===== src/rtl/u8u16_pkg.sv =====
// u8u16_pkg: shared types and constants for the utf-8 to utf-16 transcoder
// no dependencies; used by the interfaces, the decoder, the output queue and the top level
`default_nettype none

package u8u16_pkg;

  localparam int unsigned ByteW  = 8;
  localparam int unsigned UnitW  = 16;
  localparam int unsigned AccW   = 32;
  localparam int unsigned RemW   = 3;
  localparam int unsigned QDepth = 3;
  localparam int unsigned QCntW  = $clog2(QDepth + 1);

  localparam logic [ByteW-1:0] ContMark   = 8'h80;
  localparam logic [ByteW-1:0] Lead3Min   = 8'he0;
  localparam logic [ByteW-1:0] Lead4Min   = 8'hf0;
  localparam logic [ByteW-1:0] Lead5Min   = 8'hf8;
  localparam logic [ByteW-1:0] Lead6Min   = 8'hfc;
  localparam logic [ByteW-1:0] Prefix2    = 8'hc0;
  localparam logic [ByteW-1:0] Prefix3    = 8'he0;
  localparam logic [ByteW-1:0] Prefix4    = 8'hf0;
  localparam logic [ByteW-1:0] Prefix5    = 8'hf8;
  localparam logic [ByteW-1:0] Prefix6    = 8'hfc;
  localparam logic [UnitW-1:0] HiSurrBase = 16'hd7c0;
  localparam logic [5:0]       LoSurrTag  = 6'b110111;
  localparam logic [UnitW-1:0] ReplChar   = 16'hfffd;

  typedef struct packed {
    logic [UnitW-1:0] code_unit;
    logic             replaced;
    logic             last_unit;
  } unit_t;

  // what one accepted byte produces: no unit, one unit or a surrogate pair
  typedef struct packed {
    logic [1:0] count;
    unit_t      u0;
    unit_t      u1;
  } dec_out_t;

endpackage

`default_nettype wire


===== src/rtl/u8u16_ifs.sv =====
// u8u16_byte_if and u8u16_unit_if: valid/ready channels for bytes in and code units out
// depends on u8u16_pkg for field widths
`default_nettype none

interface u8u16_byte_if;
  logic                        valid;
  logic                        ready;
  logic [u8u16_pkg::ByteW-1:0] in_byte;

  modport source (output valid, output in_byte, input ready);
  modport sink   (input valid, input in_byte, output ready);
endinterface

interface u8u16_unit_if;
  logic                        valid;
  logic                        ready;
  logic [u8u16_pkg::UnitW-1:0] code_unit;
  logic                        replaced;
  logic                        last_unit;

  modport source (output valid, output code_unit, output replaced, output last_unit,
                  input ready);
  modport sink   (input valid, input code_unit, input replaced, input last_unit,
                  output ready);
endinterface

`default_nettype wire


===== src/rtl/u8u16_decode.sv =====
// u8u16_decode: sequence state and code point assembly, one byte per transfer
// depends on u8u16_pkg
`default_nettype none

module u8u16_decode (
  input  wire logic                        clk,
  input  wire logic                        rst_n,
  input  wire logic                        byte_fire,
  input  wire logic [u8u16_pkg::ByteW-1:0] in_byte,
  output u8u16_pkg::dec_out_t              dec_out
);

  logic [u8u16_pkg::AccW-1:0] acc_r, acc_nxt;
  logic [u8u16_pkg::RemW-1:0] rem_r, rem_nxt;
  logic [u8u16_pkg::AccW-1:0] cp;
  logic [u8u16_pkg::ByteW-1:0] prefix;
  logic [u8u16_pkg::RemW-1:0]  lead_rem;
  u8u16_pkg::dec_out_t         emit;

  // continuation byte shifted in, held to 32 bits
  assign cp = {acc_r[u8u16_pkg::AccW-7:0], 6'b0}
            ^ {{(u8u16_pkg::AccW-u8u16_pkg::ByteW){1'b0}}, in_byte ^ u8u16_pkg::ContMark};

  always_comb begin
    if (in_byte < u8u16_pkg::Lead3Min) begin
      prefix = u8u16_pkg::Prefix2;  lead_rem = 3'd1;
    end else if (in_byte < u8u16_pkg::Lead4Min) begin
      prefix = u8u16_pkg::Prefix3;  lead_rem = 3'd2;
    end else if (in_byte < u8u16_pkg::Lead5Min) begin
      prefix = u8u16_pkg::Prefix4;  lead_rem = 3'd3;
    end else if (in_byte < u8u16_pkg::Lead6Min) begin
      prefix = u8u16_pkg::Prefix5;  lead_rem = 3'd4;
    end else begin
      prefix = u8u16_pkg::Prefix6;  lead_rem = 3'd5;
    end
  end

  always_comb begin
    emit          = '0;
    acc_nxt       = acc_r;
    rem_nxt       = rem_r;
    emit.u0.last_unit = 1'b1;
    if (rem_r != '0) begin
      rem_nxt = rem_r - 3'd1;
      acc_nxt = cp;
      if (rem_r == 3'd1) begin
        acc_nxt    = '0;
        emit.count = 2'd1;
        if (cp == '0) begin
          emit.u0.code_unit = u8u16_pkg::ReplChar;
          emit.u0.replaced  = 1'b1;
        end else if (cp[31:16] == '0) begin
          emit.u0.code_unit = cp[15:0];
        end else if (cp[31:21] == '0 && cp[20:16] != 5'h11 && cp[20] == 1'b0 ||
                     cp[31:21] == '0 && cp[20:16] == 5'h10) begin
          // surrogate pair for planes one to sixteen
          emit.count        = 2'd2;
          emit.u0.code_unit = {5'b0, cp[20:10]} + u8u16_pkg::HiSurrBase;
          emit.u0.last_unit = 1'b0;
          emit.u1.code_unit = {u8u16_pkg::LoSurrTag, cp[9:0]};
          emit.u1.last_unit = 1'b1;
        end else begin
          emit.u0.code_unit = u8u16_pkg::ReplChar;
          emit.u0.replaced  = 1'b1;
        end
      end
    end else if (in_byte < u8u16_pkg::ContMark) begin
      emit.count        = 2'd1;
      emit.u0.code_unit = {8'b0, in_byte};
    end else begin
      acc_nxt = {{(u8u16_pkg::AccW-u8u16_pkg::ByteW){1'b0}}, in_byte ^ prefix};
      rem_nxt = lead_rem;
    end
  end

  assign dec_out = emit;

  always_ff @(posedge clk) begin
    if (!rst_n) begin
      acc_r <= '0;
      rem_r <= '0;
    end else if (byte_fire) begin
      acc_r <= acc_nxt;
      rem_r <= rem_nxt;
    end
  end

endmodule

`default_nettype wire


===== src/rtl/u8u16_outq.sv =====
// u8u16_outq: three-entry register queue that holds code units until the sink takes them
// depends on u8u16_pkg
`default_nettype none

module u8u16_outq (
  input  wire logic               clk,
  input  wire logic               rst_n,
  input  wire logic               push,
  input  wire u8u16_pkg::dec_out_t dec_out,
  output logic                    can_take,
  output logic                    head_valid,
  output u8u16_pkg::unit_t        head,
  input  wire logic               head_taken
);

  u8u16_pkg::unit_t              q_r   [u8u16_pkg::QDepth];
  u8u16_pkg::unit_t              q_nxt [u8u16_pkg::QDepth];
  logic [u8u16_pkg::QCntW-1:0]   cnt_r, cnt_nxt;
  logic [u8u16_pkg::QCntW-1:0]   base;
  logic [u8u16_pkg::QCntW-1:0]   add;
  logic                          pop;

  // room for a pair whatever the sink does this cycle
  assign can_take   = (cnt_r <= u8u16_pkg::QCntW'(u8u16_pkg::QDepth - 2));
  assign head_valid = (cnt_r != '0);
  assign head       = q_r[0];
  assign pop        = head_valid && head_taken;
  assign base       = cnt_r - u8u16_pkg::QCntW'(pop);
  assign add        = push ? u8u16_pkg::QCntW'(dec_out.count) : '0;
  assign cnt_nxt    = base + add;

  always_comb begin
    for (int i = 0; i < u8u16_pkg::QDepth; i++) begin
      if (pop && i < u8u16_pkg::QDepth - 1) begin
        q_nxt[i] = q_r[i+1];
      end else begin
        q_nxt[i] = q_r[i];
      end
      if (add != '0 && u8u16_pkg::QCntW'(i) == base) begin
        q_nxt[i] = dec_out.u0;
      end
      if (add == u8u16_pkg::QCntW'(2) && u8u16_pkg::QCntW'(i) == base + 1'b1) begin
        q_nxt[i] = dec_out.u1;
      end
    end
  end

  always_ff @(posedge clk) begin
    if (!rst_n) begin
      cnt_r <= '0;
    end else begin
      cnt_r <= cnt_nxt;
    end
  end

  always_ff @(posedge clk) begin
    for (int i = 0; i < u8u16_pkg::QDepth; i++) begin
      q_r[i] <= q_nxt[i];
    end
  end

endmodule

`default_nettype wire


===== src/rtl/utf8_to_utf16_transcoder.sv =====
// utf8_to_utf16_transcoder: top level, byte channel in, utf-16 code unit channel out
// depends on u8u16_pkg, u8u16_ifs, u8u16_decode and u8u16_outq
//
// Takes one UTF-8 byte per transfer and gives UTF-16 code units. A byte is
// decoded in the cycle it is taken; the units it completes (none, one, or a
// surrogate pair with last_unit low on the high half) enter a three-entry
// output queue and appear from the next cycle on. The input accepts a byte in
// every cycle while at most one unit is queued, so plain text runs at one byte
// per cycle with the sink ready; a surrogate pair gives two output units, and
// the output side sets the rate then. A zero or out-of-range code point comes
// out as U+FFFD with replaced set. Input is not validated.
`default_nettype none

module utf8_to_utf16_transcoder (
  input  wire logic     clk,
  input  wire logic     rst_n,
  u8u16_byte_if.sink    in_if,
  u8u16_unit_if.source  out_if
);

  logic                byte_fire;
  logic                can_take;
  u8u16_pkg::dec_out_t dec_out;
  u8u16_pkg::unit_t    head;

  assign in_if.ready = can_take;
  assign byte_fire   = in_if.valid && can_take;

  u8u16_decode u_decode (
    .clk       (clk),
    .rst_n     (rst_n),
    .byte_fire (byte_fire),
    .in_byte   (in_if.in_byte),
    .dec_out   (dec_out)
  );

  u8u16_outq u_outq (
    .clk        (clk),
    .rst_n      (rst_n),
    .push       (byte_fire),
    .dec_out    (dec_out),
    .can_take   (can_take),
    .head_valid (out_if.valid),
    .head       (head),
    .head_taken (out_if.ready)
  );

  assign out_if.code_unit = head.code_unit;
  assign out_if.replaced  = head.replaced;
  assign out_if.last_unit = head.last_unit;

endmodule

`default_nettype wire

===== src/flat_wrapper.sv =====
// flat-port wrapper written by rule: the top's interface ports become plain ports
module utf8_to_utf16_transcoder_flat 
  (clk, rst_n, in_if_valid, in_if_in_byte, in_if_ready, out_if_valid, out_if_code_unit, out_if_replaced, out_if_last_unit, out_if_ready);
  u8u16_byte_if in_if_i ();
  u8u16_unit_if out_if_i ();
  input  wire logic clk;
  input  wire logic rst_n;
  input wire logic [$bits(in_if_i.valid)-1:0] in_if_valid;
  input wire logic [$bits(in_if_i.in_byte)-1:0] in_if_in_byte;
  output wire logic [$bits(in_if_i.ready)-1:0] in_if_ready;
  output wire logic [$bits(out_if_i.valid)-1:0] out_if_valid;
  output wire logic [$bits(out_if_i.code_unit)-1:0] out_if_code_unit;
  output wire logic [$bits(out_if_i.replaced)-1:0] out_if_replaced;
  output wire logic [$bits(out_if_i.last_unit)-1:0] out_if_last_unit;
  input wire logic [$bits(out_if_i.ready)-1:0] out_if_ready;
  assign in_if_i.valid = in_if_valid;
  assign in_if_i.in_byte = in_if_in_byte;
  assign in_if_ready = in_if_i.ready;
  assign out_if_valid = out_if_i.valid;
  assign out_if_code_unit = out_if_i.code_unit;
  assign out_if_replaced = out_if_i.replaced;
  assign out_if_last_unit = out_if_i.last_unit;
  assign out_if_i.ready = out_if_ready;
  utf8_to_utf16_transcoder u_core (.clk(clk), .rst_n(rst_n), .in_if(in_if_i), .out_if(out_if_i));
endmodule

===== config.mk =====
export PLATFORM = sky130hd
export DESIGN_NAME = utf8_to_utf16_transcoder_flat
export DESIGN_NICKNAME = d
export VERILOG_FILES = /design/src/rtl/u8u16_pkg.sv /design/src/rtl/u8u16_ifs.sv /design/src/rtl/u8u16_decode.sv /design/src/rtl/u8u16_outq.sv /design/src/rtl/utf8_to_utf16_transcoder.sv /design/src/flat_wrapper.sv
export SDC_FILE = /design/constraint.sdc
export NUM_CORES = 1
export LEC_CHECK = 0
export BUFFER_PORTS_ARGS = -buffer_cell sky130_fd_sc_hd__buf_2
export CORE_MARGIN = 3
export CORE_UTILIZATION = 40
export CTS_BUF_LIST = sky130_fd_sc_hd__clkbuf_16
export CTS_CLUSTER_SIZE = 16
export DETAILED_ROUTE_END_ITERATION = 10
export PLACE_DENSITY_LB_ADDON = 0.25
export RECOVER_POWER = 25
export SLEW_MARGIN = 0
export SYNTH_ARGS = -nofsm -noshare
export SYNTH_HDL_FRONTEND = slang
export SYNTH_SLANG_ARGS = --single-unit

===== constraint.sdc =====
create_clock -name clk -period 8.4 [get_ports clk]
set_clock_uncertainty 0.1 [all_clocks]
set_input_delay 0.84 -clock clk [delete_from_list [all_inputs] [get_ports clk]]
set_output_delay 0.84 -clock clk [all_outputs]
set_load 0.05 [all_outputs]

==> results of run 1 <==
==> metal layers <==
| layer | vias up | GRT usage, % | wire length (um) |
|---|---|---|---|
| met5 | - | 0 | 0 |
| met4 | 0 | 5.712 | 159 |
| met3 | 17 | 4.228 | 801 |
| met2 | 126 | 27.63 | 4963 |
| met1 | 1762 | 25.99 | 5592 |
| li1 | 1846 | - | - |
==> cells in the mapped netlist (all sizes together) (2+ instances only) <==
library cell / instances
nor2b: 8
o221ai: 2
xor2: 6
o21ai: 36
a21oi: 21
nor2: 36
nor3b: 3
a22oi: 6
o21a: 3
a21o: 3
mux2: 2
nand3: 39
a221oi: 2
a32oi: 2
a21boi: 23
a211oi: 7
mux2i: 3
and2: 3
nor3: 10
nand3b: 11
ha: 6
nand4: 8
o22ai: 6
xnor2: 5
nor4: 9
buf: 23
inv: 11
o311ai: 2
o22a: 5
clkbuf: 27
dfxtp: 37
nand2: 68
or4: 3
o211ai: 10
and3: 3
nand2b: 5
edfxtp: 48
==> area by class of cell <==
| class | count | area (um2) | area share [%] |
|---|---|---|---|
| multi-input cells | 365 | 2245 | 44.33 |
| repair buffers | 33 | 141.4 | 2.792 |
| clock inverters | 7 | 50.05 | 0.9884 |
| inverters | 11 | 41.29 | 0.8154 |
| clock buffers | 9 | 225.2 | 4.448 |
| well taps | 143 | 178.9 | 3.533 |
| flip-flops and latches | 85 | 2182 | 43.09 |
==> critical path, stage by stage, from the launching register on <==
cell,delay [ps]
dfxtp_1,350
inv_1,80
ha_1,370
nor2b_1,260
nor2b_1,240
nor2_2,960
nand3_2,580
nand3_1,700
==> flip-flops by register name, indices dropped and copies added, names as in the netlist <==
register and flops:
u_core.u_decode.acc_r 26, u_core.u_decode.rem_r 3, u_core.u_outq.cnt_r 2, u_core.u_outq.q_r 54
==> power groups by stage <==
| stage | clock network (mW) | logic [mW] | registers [mW] |
|---|---|---|---|
| floorplan | 0 | 0.408 | 0.574 |
| global placement | 0 | 0.490 | 0.575 |
| detailed placement | 0 | 0.500 | 0.576 |
| CTS | 0.378 | 0.500 | 0.567 |
| global route | 0.396 | 0.537 | 0.575 |
| finish | 0.373 | 0.492 | 0.567 |
==> through the flow <==
step / total power, mW / area [um2] / worst slack, ps / std cells / util (%)
detailed placement: 1.075 / 4823 / 4384 / 637 / 42.06
CTS: 1.445 / 5099 / 4368 / 653 / 44.46
global route: 1.508 / 5064 / 3990 / 653 / 44.16
finish: 1.433 / 5064 / 4382 / 653 / 44.16
global placement: 1.065 / 4823 / 4550 / 637 / 42.06
floorplan: 0.9823 / 4727 / 4901 / 511 / -
==> cells by family after synthesis <==
family / count (synthesis)
and+or+nand+nor: 208
AOI/OAI and AO/OA: 135
DFF: 85
buffers and inverters: 61
xor gates and xnor gates: 11
adders and majority gates: 6
muxes: 5
==> worst max path at each step <==
stage / from / end / slack (ps) / depth (start not counted)
2_1_floorplan: u_core.u_outq.cnt_r[1] / u_core.u_outq.q_r[0][0] / 4900 / 11
5_1_grt: u_core.u_decode.rem_r[0] / u_core.u_outq.q_r[0][45] / 3990 / 7
4_1_cts: u_core.u_decode.rem_r[0] / u_core.u_outq.q_r[0][3] / 4370 / 7
3_5_place_dp: u_core.u_decode.rem_r[0] / u_core.u_outq.q_r[0][16] / 4380 / 7
6_report: u_core.u_decode.rem_r[0] / u_core.u_outq.q_r[0][6] / 4380 / 7
3_3_place_gp: u_core.u_decode.rem_r[0] / u_core.u_outq.q_r[0][14] / 4550 / 7
==> qor.csv, run 1 <==
metric,value,unit
run status,finished clean,
hpwl dp,8451,um
ys flop type,edfxtp_1,
Die X,114.7,um
RSZ-0062 raised after global routing,false,
slew margin rel.,5.486,%
final RePlAce weighted congestion,0.9125,
hold path cells,2,
flop2flop setup slack,4380,ps
# IOs,32,
static leakage,1.842,nW
CTS buffer count,9,
core region area,0.01147,mm2
DR DRC count,0,
ant diodes,0,
Final Net Count,523,
CP max FO,31,
sequential share of the synthesized area,46.16,%
vias in the first global route,3635,
maximum clock insertion buffer count,2,
"EDFF count, synth",48,
minimum clock period,4018,ps
# hold bufs at CTS,0,
Final Slew Violations,0,
YS warnings,0,
compound-cell area share of the yosys netlist,19.32,%
"commonest cells after routing, fill and taps aside","nand2_1, edfxtp_1, nand3_1, dfxtp_1",
worst reg2reg endpoint,u_core.u_outq.q_r[0][6],
"commonest non-fill, non-tap cell in the layout",nand2_1,
"Req. time, crit path",8270,ps
count of buffers from port buffering,31,
WHS,386.4,ps
kind of critical path,flop to flop,
Initial Util,41.22,%
Fillers,1112,
Post-Route WL,11520,um
initial detailed-routing violation count,254,
number of gates resized after CTS,0,
die footprint,0.01316,mm2
initial antenna violation count,0,
final hold violation count,0,
share of the synthesized area in the top cell type,30.49,%
H-Tree Depth,3,
HP Start,u_core.u_decode.acc_r[24],
Layout area overhead,7.120,%
row count,39,
P_sw,0.5758,mW
Net Sw Frac,40.20,%
Setup Total Neg Slack,0,ps
Comb power frac,34.4,%
# Max-Cap Violations,0,
Least-Margin Pin Slew,1418,ps
hold path endpoint,u_core.u_decode.acc_r[24],
total grt overflow,0,
Setup crit end kind,flop,
Synth Instances,511,
vias per inst,5.744,
post-synthesis mux area share,1.112,%
post-synthesis average cell area,9.251,um2
largest net degree at the start of global routing,34,
root buffer cell,clkbuf_16,
adder-cell share of the synthesized area,1.588,%
Post-Synthesis Cell Area,0.004727,mm2
Post-synth ARST share,0,%
PD cells,282.9,mW/mm2
routed len/inst,17.64,um
Post-CTS Setup Bufs,0,
die span in y,114.7,um
worst skew pair latency,340,ps
FF-to-FF Start,u_core.u_decode.rem_r[0],
synth top area cells,"edfxtp_1, dfxtp_1, nand2_1, nand3_1, o21ai_0",
syn_nets,529,
vias,3751,
count of cell types in the netlist,65,
Internal,0.8567,mW
"area leader, netlist",edfxtp_1,
Synth Area in XOR/XNOR,2.038,%
CTS tree,yes,
first-pass GRT wire length,19010,um
CP Launch Type,flop,
Clock power frac,26.0,%
largest family of logic cells by synthesized area,simple AND/OR/NAND/NOR gates,
Worst VDD drop,177.4,uV
period utilisation layout,47.83,%
clk sinks,85,
fmax,248.9,MHz
post-route ant nets,0,
Setup Viol. Count Final,0,
Sequential Power Share,39.6,%
clk slew on worst S/H paths,60,ps
worst path arrival time,3880,ps
Synth Register Bits,85,
simple-gate portion of the synthesized area,23.37,%
GRT Total Usage,18.24,%
Reg2Reg Depth,7,
share of post-route cells with drive strength above 1,9.020,%
DRT Pass-1 Iters,4,
type of the worst min-delay path,flop to flop,
Power figures use the tool's default switching activity.
==> run 2: changes to the inputs <==
ABC_AREA = 1   (was not set)
clock period = 4.2 ns   (was 8.4 ns; I/O delays follow)
==> run 2 against run 1 <==
  * Sequential cell count unchanged
  * Final area up 4.7%
  * First-iteration DRC count up 36%
  * Worst hold slack worse by 120 ps
==> qor.csv, run 2 <==
metric,value,unit
Post-Synthesis Cell Area,0.004903,mm2
most frequent cell after synthesis,nand2_1,
share of post-route cells with drive strength above 1,10.66,%
Clock power frac,22.5,%
period utilisation layout,82.39,%
DRT Pass-1 Iters,5,
final instance area,0.005303,mm2
P_sw,1.616,mW
max reg flops,54,
worst skew pair latency,340,ps
CP most frequent cell,nand2_1,
Final Slew Violations,0,
top flop regs,"u_core.u_outq.q_r (54), u_core.u_decode.acc_r (26), u_core.u_decode.rem_r (3)",
share of the synthesized area in the top cell type,29.40,%
post-route ant nets,0,
CP max FO,30,
minimum clock period,3461,ps
die span in y,116.7,um
total grt overflow,0,
root buffer cell,clkbuf_16,
# IOs,32,
ant diodes,0,
# hold bufs at CTS,0,
routed len/inst,15.83,um
dpl ws,837.2,ps
row count,39,
total chip power,3.625,mW
DR DRC count,0,
vias in the first global route,3947,
CP Launch Type,flop,
Die X,116.7,um
Synth top cells by count,"nand2_1, nand3_1, inv_1, nor2_1, edfxtp_1",
count of buffers from port buffering,31,
CTS tree,yes,
Setup Viol. Count Final,0,
CP cell instances,"inv_1, ha_1, inv_1, nor2_1, nand2_1, nand2_1, nand2_1, nand2_4, nand2_2, nand3_1",
largest net degree at the start of global routing,36,
Worst VDD drop,229.7,uV
Internal,2.009,mW
number of gates resized after CTS,0,
# Max-Cap Violations,0,
Synth Instances,626,
Initial Util,41.87,%
die footprint,0.01362,mm2
kind of critical path,flop to flop,
Crit-path slowest cell,nand3_1,
critical path's top delay family,simple AND/OR/NAND/NOR gates,
hpwl dp,9381,um
"commonest non-fill, non-tap cell in the layout",nand2_1,
Layout area overhead,8.140,%
Top reg by flops,u_core.u_outq.q_r,
vias per inst,5.365,
Post-synth ARST share,0,%
CTS buffer count,9,
"commonest cells after routing, fill and taps aside","nand2_1, nand3_1, inv_1, nor2_1, edfxtp_1",
YS warnings,0,
count of cell types in the netlist,39,
Sequential Power Share,34.6,%
final hold violation count,0,
Net Sw Frac,44.57,%
post-synthesis average cell area,7.833,um2
GRT Total Usage,19.28,%
"Req. time, crit path",4070,ps
ys flop type,edfxtp_1,
clk sinks,85,
type of the worst min-delay path,primary input to flop,
Setup Total Neg Slack,0,ps
worst path arrival time,3330,ps
Post-CTS Setup Bufs,0,
H-Tree Depth,3,
CP peak stage delay,630,ps
run status,finished clean,
vias,4190,
slew margin rel.,41.37,%
Setup crit end kind,flop,
Least-Margin Pin Slew,876.2,ps
Buf/Inv on CP,2,
placed cell area,0.005030,mm2
setup ws final,739.4,ps
Comb power frac,42.9,%
core region area,0.01171,mm2
Post-Route WL,12360,um
fmax,289.0,MHz
"area leader, netlist",edfxtp_1,
Synth Register Bits,85,
RSZ-0062 raised after global routing,false,
first-pass GRT wire length,20500,um
clk slew on worst S/H paths,60,ps
Final Net Count,651,
synth top area cells,"edfxtp_1, dfxtp_1, nand2_1, nand3_1, inv_1",
final RePlAce weighted congestion,0.9208,
"EDFF count, synth",48,
initial detailed-routing violation count,346,
PD cells,683.6,mW/mm2
sequential share of the synthesized area,44.50,%
maximum clock insertion buffer count,2,
static leakage,2.402,nW
syn_nets,644,
initial antenna violation count,0,
## run 2: cell types whose count changed after synthesis, sizes merged, moves of 19 or more
cell	before	now
inv	11	71
nand3	39	72
nor2	36	61
nand2	68	176
a21boi	23	0
o21ai	36	17
## run 2: cells by family after synthesis
family / after synthesis / share of synthesized area [%]
flops: 85 / 44.50
buf+inv: 116 / 11.07
xor+xnor: 3 / 0.5359
compound gates: 83 / 12.04
fa+ha+maj: 6 / 1.531
simple gates: 333 / 30.31
## run 2: metal layers
metal / global-route usage (%) / vias to the layer above / part of all wire (%)
met5: 0 / - / 0
met4: 5.581 / 0 / 1.6
met3: 3.627 / 17 / 6.4
met2: 30.22 / 154 / 44
met1: 27.16 / 1920 / 48
li1: - / 2099 / -
## run 2: worst reg2reg max path, delay by kind of cell (launching register included)
kind | cells | cell delay [ps]
fa+ha+maj | 1 | 220
flops | 1 | 330
simple gates | 7 | 2280
buf+inv | 2 | 160
## run 2: worst paths after layout
kind	startpoint	endpoint	cells after the start	slack (ps)
setup / recovery	u_core.u_decode.rem_r[0]	u_core.u_outq.q_r[0][28]	10	740
hold / removal	rst_n	u_core.u_outq.cnt_r[0]	3	260
setup reg to reg	u_core.u_decode.rem_r[0]	u_core.u_outq.q_r[0][28]	10	740
hold reg to reg	u_core.u_decode.acc_r[22]	u_core.u_decode.acc_r[22]	2	370
## run 2: stage by stage
step	utilization, %	cells	hold slack, ps
CTS	45.53	781	254.0
global route	45.28	781	276.1
floorplan	-	626	345.3
global placement	42.95	765	356.0
finish	45.28	781	264.9
detailed placement	42.95	765	361.1
## run 2: layout make-up
type	count	area [um2]
inverter	74	282.8
sequential	85	2182
tap	143	178.9
multi-input combinational	425	2173
clock inverter	7	77.57
fill	1191	6409
timing repair buffer	38	182.7
clock buffer	9	225.2
## run 2: power by group through the flow
stage	clock (mW)	combinational [mW]	sequential, mW
floorplan	0	1.30	1.27
global placement	0	1.55	1.27
detailed placement	0	1.57	1.27
CTS	0.829	1.58	1.25
global route	0.860	1.74	1.28
finish	0.814	1.56	1.25
